===== src/rtl/lgpf_pkg.sv =====
package lgpf_pkg;

	localparam int COEF_WIDTH_DEF    = 32;
	localparam int CORDIC_STAGES_DEF = 16;
	localparam int ANGLE_WIDTH       = 16;
	localparam int DIST_WIDTH        = 32;
	localparam int FRAC_BITS         = 16;
	localparam int ATAN_DEPTH        = 24;

	// Arctangent of 2^-i, 2^31 equals pi
	function automatic logic [31:0] atan_lut(input logic [4:0] idx);
		logic [31:0] v;
		case (idx)
			5'd0:    v = 32'd536870912;
			5'd1:    v = 32'd316933406;
			5'd2:    v = 32'd167458907;
			5'd3:    v = 32'd85004756;
			5'd4:    v = 32'd42667331;
			5'd5:    v = 32'd21354465;
			5'd6:    v = 32'd10679838;
			5'd7:    v = 32'd5340245;
			5'd8:    v = 32'd2670163;
			5'd9:    v = 32'd1335087;
			5'd10:   v = 32'd667544;
			5'd11:   v = 32'd333772;
			5'd12:   v = 32'd166886;
			5'd13:   v = 32'd83443;
			5'd14:   v = 32'd41722;
			5'd15:   v = 32'd20861;
			5'd16:   v = 32'd10430;
			5'd17:   v = 32'd5215;
			5'd18:   v = 32'd2608;
			5'd19:   v = 32'd1304;
			5'd20:   v = 32'd652;
			5'd21:   v = 32'd326;
			5'd22:   v = 32'd163;
			5'd23:   v = 32'd81;
			default: v = 32'd0;
		endcase
		return v;
	endfunction

endpackage


===== src/rtl/lgpf_cordic.sv =====
// Vectoring CORDIC, one micro-rotation per pipeline stage
module lgpf_cordic import lgpf_pkg::*; #(
	parameter int COEF_WIDTH    = COEF_WIDTH_DEF,
	parameter int CORDIC_STAGES = CORDIC_STAGES_DEF
) (
	input  logic                          clk,
	input  logic                          adv,
	input  logic signed [COEF_WIDTH:0]    x_in,
	input  logic signed [COEF_WIDTH:0]    y_in,
	output logic [ANGLE_WIDTH-1:0]        angle
);
	localparam int W = COEF_WIDTH + 3;

	logic signed [W-1:0] x_s [0:CORDIC_STAGES];
	logic signed [W-1:0] y_s [0:CORDIC_STAGES];
	logic [31:0]         z_s [0:CORDIC_STAGES];
	logic [31:0]         z_round;

	// Quarter-turn pre-rotation into the right half plane
	always_ff @(posedge clk) begin
		if (adv) begin
			if (x_in < 0) begin
				if (y_in >= 0) begin
					x_s[0] <= W'(y_in);
					y_s[0] <= -W'(x_in);
					z_s[0] <= 32'h4000_0000;
				end else begin
					x_s[0] <= -W'(y_in);
					y_s[0] <= W'(x_in);
					z_s[0] <= 32'hC000_0000;
				end
			end else begin
				x_s[0] <= W'(x_in);
				y_s[0] <= W'(y_in);
				z_s[0] <= 32'h0;
			end
		end
	end

	for (genvar i = 0; i < CORDIC_STAGES; i++) begin : g_stage
		always_ff @(posedge clk) begin
			if (adv) begin
				if (y_s[i] >= 0) begin
					x_s[i+1] <= x_s[i] + (y_s[i] >>> i);
					y_s[i+1] <= y_s[i] - (x_s[i] >>> i);
					z_s[i+1] <= z_s[i] + atan_lut(5'(i));
				end else begin
					x_s[i+1] <= x_s[i] - (y_s[i] >>> i);
					y_s[i+1] <= y_s[i] + (x_s[i] >>> i);
					z_s[i+1] <= z_s[i] - atan_lut(5'(i));
				end
			end
		end
	end

	// Round half up to 16 bits
	assign z_round = z_s[CORDIC_STAGES] + 32'h8000;
	assign angle   = z_round[31:16];
endmodule


===== config.mk =====
export PLATFORM = sky130hd
export DESIGN_NAME = lgpf_cordic
export DESIGN_NICKNAME = d
export VERILOG_FILES = /design/src/rtl/lgpf_pkg.sv /design/src/rtl/lgpf_cordic.sv
export SDC_FILE = /design/constraint.sdc
export NUM_CORES = 2
export LEC_CHECK = 0
export ABC_CLOCK_PERIOD_IN_PS = 7620
export BUFFER_PORTS_ARGS = -buffer_cell sky130_fd_sc_hd__buf_2
export CAP_MARGIN = 10
export CORE_ASPECT_RATIO = 1.2
export CORE_MARGIN = 2
export CORE_UTILIZATION = 25
export CTS_BUF_LIST = sky130_fd_sc_hd__clkbuf_4 sky130_fd_sc_hd__clkbuf_8
export DETAILED_ROUTE_END_ITERATION = 10
export GPL_TIMING_DRIVEN = 0
export PLACE_DENSITY = 0.48
export SLEW_MARGIN = 0
export SYNTH_ARGS = -nofsm -noshare
export SYNTH_HDL_FRONTEND = slang
export SYNTH_SLANG_ARGS = --single-unit

===== constraint.sdc =====
create_clock -name clk -period 7.62 [get_ports clk]
set_clock_uncertainty 0.1 [all_clocks]
set_input_delay 1.905 -clock clk [delete_from_list [all_inputs] [get_ports clk]]
set_output_delay 1.905 -clock clk [all_outputs]
set_load 0.05 [all_outputs]

Word level (Yosys, flattened, before mapping)
Memory sizes are Yosys's and may differ from the RTL's. Cells that the tools add are included.

Reductions and logical operators: 0. Multiply operators: 0. Eq/ne operators: 0. Muxes and demuxes: 161. Bitwise gates (word level): 54. Divide/modulo/power cells: 0. $add $sub $neg: 98. $lt $le $gt $ge: 18. Shift operators: 0.

Operator list (count): 35-bit two-way mux (36); 32-bit two-way mux (18); 35-bit by 1-bit greater-or-equal comparator with 1-bit output, second input constant (16); 1-bit two-way mux (107); 35-bit by 20-bit adder with 35-bit output (2); 35-bit by 21-bit adder with 35-bit output (2); 35-bit by 22-bit adder with 35-bit output (2); 35-bit by 23-bit adder with 35-bit output (2); 35-bit by 24-bit adder with 35-bit output (2); 35-bit by 25-bit adder with 35-bit output (2); 35-bit by 26-bit adder with 35-bit output (2); 35-bit by 27-bit adder with 35-bit output (2); 35-bit by 28-bit adder with 35-bit output (2); 35-bit by 29-bit adder with 35-bit output (2); 35-bit by 30-bit adder with 35-bit output (2); 35-bit by 31-bit adder with 35-bit output (2); 35-bit by 32-bit adder with 35-bit output (2); 35-bit by 33-bit adder with 35-bit output (2); 35-bit by 34-bit adder with 35-bit output (2); 33-bit negation with 35-bit output (2); 35-bit by 20-bit subtractor with 35-bit output (2); 35-bit by 21-bit subtractor with 35-bit output (2); 35-bit by 22-bit subtractor with 35-bit output (2); 35-bit by 23-bit subtractor with 35-bit output (2); other kinds (48) (114).

Output and inout bits: 16. Latch bits: 0. Word-level logic and storage cells: 334. Input port bits: 68. Register bits after elaboration: 0. ROM bits: 0. Memories kept: 3. Memory bits (writable): 1734.

Memories: x_s (words 17, width 35, read ports 16, clocked after Yosys merged registers in 0, write ports 17, line lgpf_cordic.sv:14) `logic signed [W-1:0] x_s [0:CORDIC_STAGES];`; y_s (words 17, width 35, read ports 16, clocked after Yosys merged registers in 0, write ports 17, line lgpf_cordic.sv:15) `logic signed [W-1:0] y_s [0:CORDIC_STAGES];`; z_s (words 17, width 32, read ports 17, clocked after Yosys merged registers in 0, write ports 17, line lgpf_cordic.sv:16) `logic [31:0] z_s [0:CORDIC_STAGES];`.

Depth between registers and ports, before layout
Word-level depth: 7. Gate-level depth with buffers: 23. Mapped depth without buffers: 22.

Worst setup path after synthesis
OpenSTA, ideal clock, no wires.

Kind: input port to flip-flop. From: in adv. To: mem x_s[8][32] (netlist name), data pin. Setup slack: 812 ps. Library setup time: 137 ps. Data arrival time: 6571 ps. Buffers on the path: 4. Stages: 20. Path through: clkbuf_1 -> clkbuf_1 -> clkbuf_1 -> nand2_1 -> inv_2 -> buf_1 -> nor2_1 -> xnor2_1 -> ha_1 -> nor2b_1 -> o21ai_2 -> a21boi_1 -> o41ai_1 -> a31oi_1 -> a2111oi_2 -> o21ai_1 -> a21oi_1 -> o21ai_0 -> or4_1 -> nand4_1.

RTL lines: start, declared (line lgpf_cordic.sv:7) `input logic adv,`; end, declared (line lgpf_cordic.sv:14).

==> summary.txt <==
Status
  – Outcome: finished, final reports clean

Synth
  – Number of synthesized register bits: 1463
  – Synthesized cell area: 129000 um^2
  – Synth Flop Type: edfxtp_1
  – Post-synth ARST share: 0%
  – Ranking of synthesized cells by area: edfxtp_1 34%, ha_1 14%, xnor2_1 8.5%
  – Synth unique cells: 98
  – Synth area leader: edfxtp_1
  – Synth Instances: 13759
  – Syn Area/Cell: 9.36 um^2
  – Post-synthesis sequential area ratio: 34.1%
  – Yosys top cell area share: 34.1%
  – Syn nets: 15313
  – Post-synth EDFFs: 1463
  – Synth warn: 0

Timing
  – FMAX: 136 MHz
  – Final worst path period need: 7.34 ns
  – Final WS setup: 0.280 ns
  – Final slew viol count: 0
  – Least-Margin Pin Slew: 1.31 ns
  – Period Utilization, post-route: 96.3%
  – Hold Vio Cnt, Final: 0
  – Max-slew headroom: 11.3%
  – Endpoints failing setup: 0
  – TNS Setup: 0 ns
  – RSZ-0062 raised after global routing: false
  – WHS: 0.324 ns

Clock network
  – Root Driver: clkbuf_8
  – Clk slew on worst S/H paths: 0.06 ns
  – CTS tree: built
  – H-tree Lvls: 5
  – # hold bufs at CTS: 0
  – CTS Buf Count: 289
  – CTS sink cnt: 1463
  – Clk buf depth: 4
  – Worst-skew pair later-pin latency: 1.05 ns

Worst setup path
  – Setup crit end kind: register
  – Worst Setup EP: x_s[4][32]
  – R2r startpoint: y_s[8][14]
  – Worst r2r path cells: 19
  – Worst Path Required: 8.26 ns
  – Crit Path Class: input pin to register
  – CP Cell Sequence: buf_2 -> clkbuf_4 -> buf_16 -> clkbuf_8 -> nand2_1 -> clkbuf_1 -> mux2i_1 -> inv_1 -> fa_1 -> nor2b_1 -> o31a_1 -> nor2_1 -> o2111ai_1 -> a31oi_1 -> o311ai_0 -> a41oi_1 -> o211ai_1 -> a31o_2 -> a21oi_1 -> xnor2_1
  – Largest stage delay on the critical path: 0.85 ns
  – R2R Path End: x_s[9][33]
  – CP Launch Point: adv
  – CP arrival: 7.98 ns
  – Setup slack, reg-to-reg: 0.86 ns
  – Setup crit start kind: input pin
  – CP max-delay cell: o311ai_0
  – Critical Path Fanout Max: 10

Finish
  – # fillers: 54518
  – Register area: 43900 um^2
  – Fin area: 144000 um^2
  – Final net count: 15714
  – Multi-input gate area: 81700 um^2
  – Area grow syn2layout: 11.8%
  – Share of layout cells above drive strength 1: 5.19%

GRT
  – Met1 Use GR: 15.4%
  – Overall routing resource usage: 14.1%
  – Busiest grt layer: met2
  – Gr ovfl total: 0
  – Antenna violations before repair: 17
  – First-pass GRT wire length: 585000 um
  – Vias in the first global route: 101448
  – M3 GR Usage: 1.29%
  – Pin count of the biggest net entering global routing: 72
  – GRT met2 Usage: 26.9%

Placed design
  – Placed Area: 138000 um^2
  – Post-placement setup slack: -2.79 ns
  – DP Wirelength: 313000 um
  – GPL Wtd Cong: 0.945
  – # port buffers: 82

Floorplanning
  – Initial core utilization: 25.1%
  – Die Span Y: 790 um
  – Boundary pin count: 84
  – Die extent in x: 659 um
  – Row count: 288
  – Core box area: 513000 um^2
  – Die Area: 521000 um^2

Drt
  – Drc violations: 0
  – WL per Instance: 18.0 um
  – Iteration-0 DRC Markers: 5500
  – Via-per-instance ratio: 4.84
  – Drt pass-1 iters: 6
  – DRT Wirelength: 382000 um
  – Remaining antenna violation count: 0
  – Total number of vias: 102554

Run
  – Max-Cap Viols: 0

Hold path
  – Hold depth: 0
  – Min-delay worst type: register to register
==> kinds of logic after synthesis <==
kind of cell	synth area share (%)
multiplexers	0.434
buffers and inverters	2.47
AND/OR/NAND/NOR	13.6
XOR/XNOR	13.3
adder cells (fa/ha/maj)	14.7
flip-flops	34.1
AO/OA/AOI/OAI	21.4
==> worst min path at each step <==
| stage | startpoint | end | slack [ns] |
|---|---|---|---|
| final | z_s[10][1] | z_s[11][1] | 0.32 |
| after global routing | z_s[10][1] | z_s[11][1] | 0.33 |
| after CTS | z_s[10][1] | z_s[11][1] | 0.32 |
| after detailed placement | z_s[10][1] | z_s[11][1] | 0.31 |
| after global placement | z_s[11][1] | z_s[12][1] | 0.31 |
| after floorplan | z_s[10][1] | z_s[11][1] | 0.30 |
==> repair_timing <==
item / 4_1_cts / 5_1_grt
setup endpoints to repair: 157 / 18
gates resized for setup: 14 / 14
setup buffers: 0 / 0
==> cell usage after synthesis, types with 34 or more instances <==
library cell / instances
edfxtp_1: 1463
ha_1: 1446
a21oi_1: 1400
xnor2_1: 1249
nor2_1: 995
o21ai_0: 910
nand2_1: 883
xor2_1: 708
a21o_1: 648
inv_1: 554
nor3_1: 273
nand3_1: 251
clkbuf_1: 249
nand2b_1: 238
o21a_1: 197
nor2b_1: 196
o31ai_1: 196
o21bai_1: 178
and3_1: 143
nand4_1: 127
a31oi_1: 113
a211oi_1: 111
o41ai_1: 97
or3_1: 93
nor4_1: 86
or4_1: 72
and2_1: 70
o211ai_1: 58
or2_2: 45
fa_1: 40
mux2i_1: 39
o31a_1: 39
a41oi_1: 34
==> area by class of cell <==
type	count	area share (%)
clock inverter	107	0.509
tap	6815	5.92
timing repair buffer	110	0.709
clock buffer	387	3.31
sequential	1463	30.5
multi-input combinational	11452	56.7
antenna	16	0.0278
buffer	277	0.820
inverter	567	1.48
==> routing by layer <==
layer / vias up / part of all wire (%)
met5: - / 0
met4: 0 / 5.5
met3: 843 / 2.9
met2: 1874 / 52
met1: 47779 / 40
li1: 52058 / -
==> per-stage QoR <==
| step | cells | util (%) |
|---|---|---|
| after detailed placement | 20680 | 27.0 |
| after global routing | 21189 | 28.1 |
| after floorplan | 13759 | - |
| after global placement | 20656 | 26.9 |
| final | 21194 | 28.1 |
| after CTS | 21174 | 28.1 |
==> placed cells by master, fill, tap and decap left out, types with 143 or more instances in the layout <==
master,instances
a21o_1,648
a21oi_1,1399
and3_1,143
clkbuf_1,213
clkbuf_8,300
edfxtp_1,1463
ha_1,1446
inv_1,554
nand2_1,880
nand2b_1,238
nand3_1,251
nor2_1,995
nor2b_1,196
nor3_1,273
o21a_1,197
o21ai_0,909
o21bai_1,178
o31ai_1,194
xnor2_1,1249
xor2_1,708
==> worst max-delay path, delay by kind of cell <==
family | cells | cell delay, ns
XOR/XNOR | 1 | 0.13
multiplexers | 1 | 0.35
buffers and inverters | 6 | 1.65
AND/OR/NAND/NOR | 3 | 0.82
adder cells (fa/ha/maj) | 1 | 0.44
AO/OA/AOI/OAI | 8 | 2.60
==> sequential cells by signal, indices dropped and copies added (netlist names) <==
name  flops
x_s     511
y_s     525
z_s     427
Power is not shown: default switching activity piles up to over one toggle a cycle in this logic, so the estimate is an artifact.
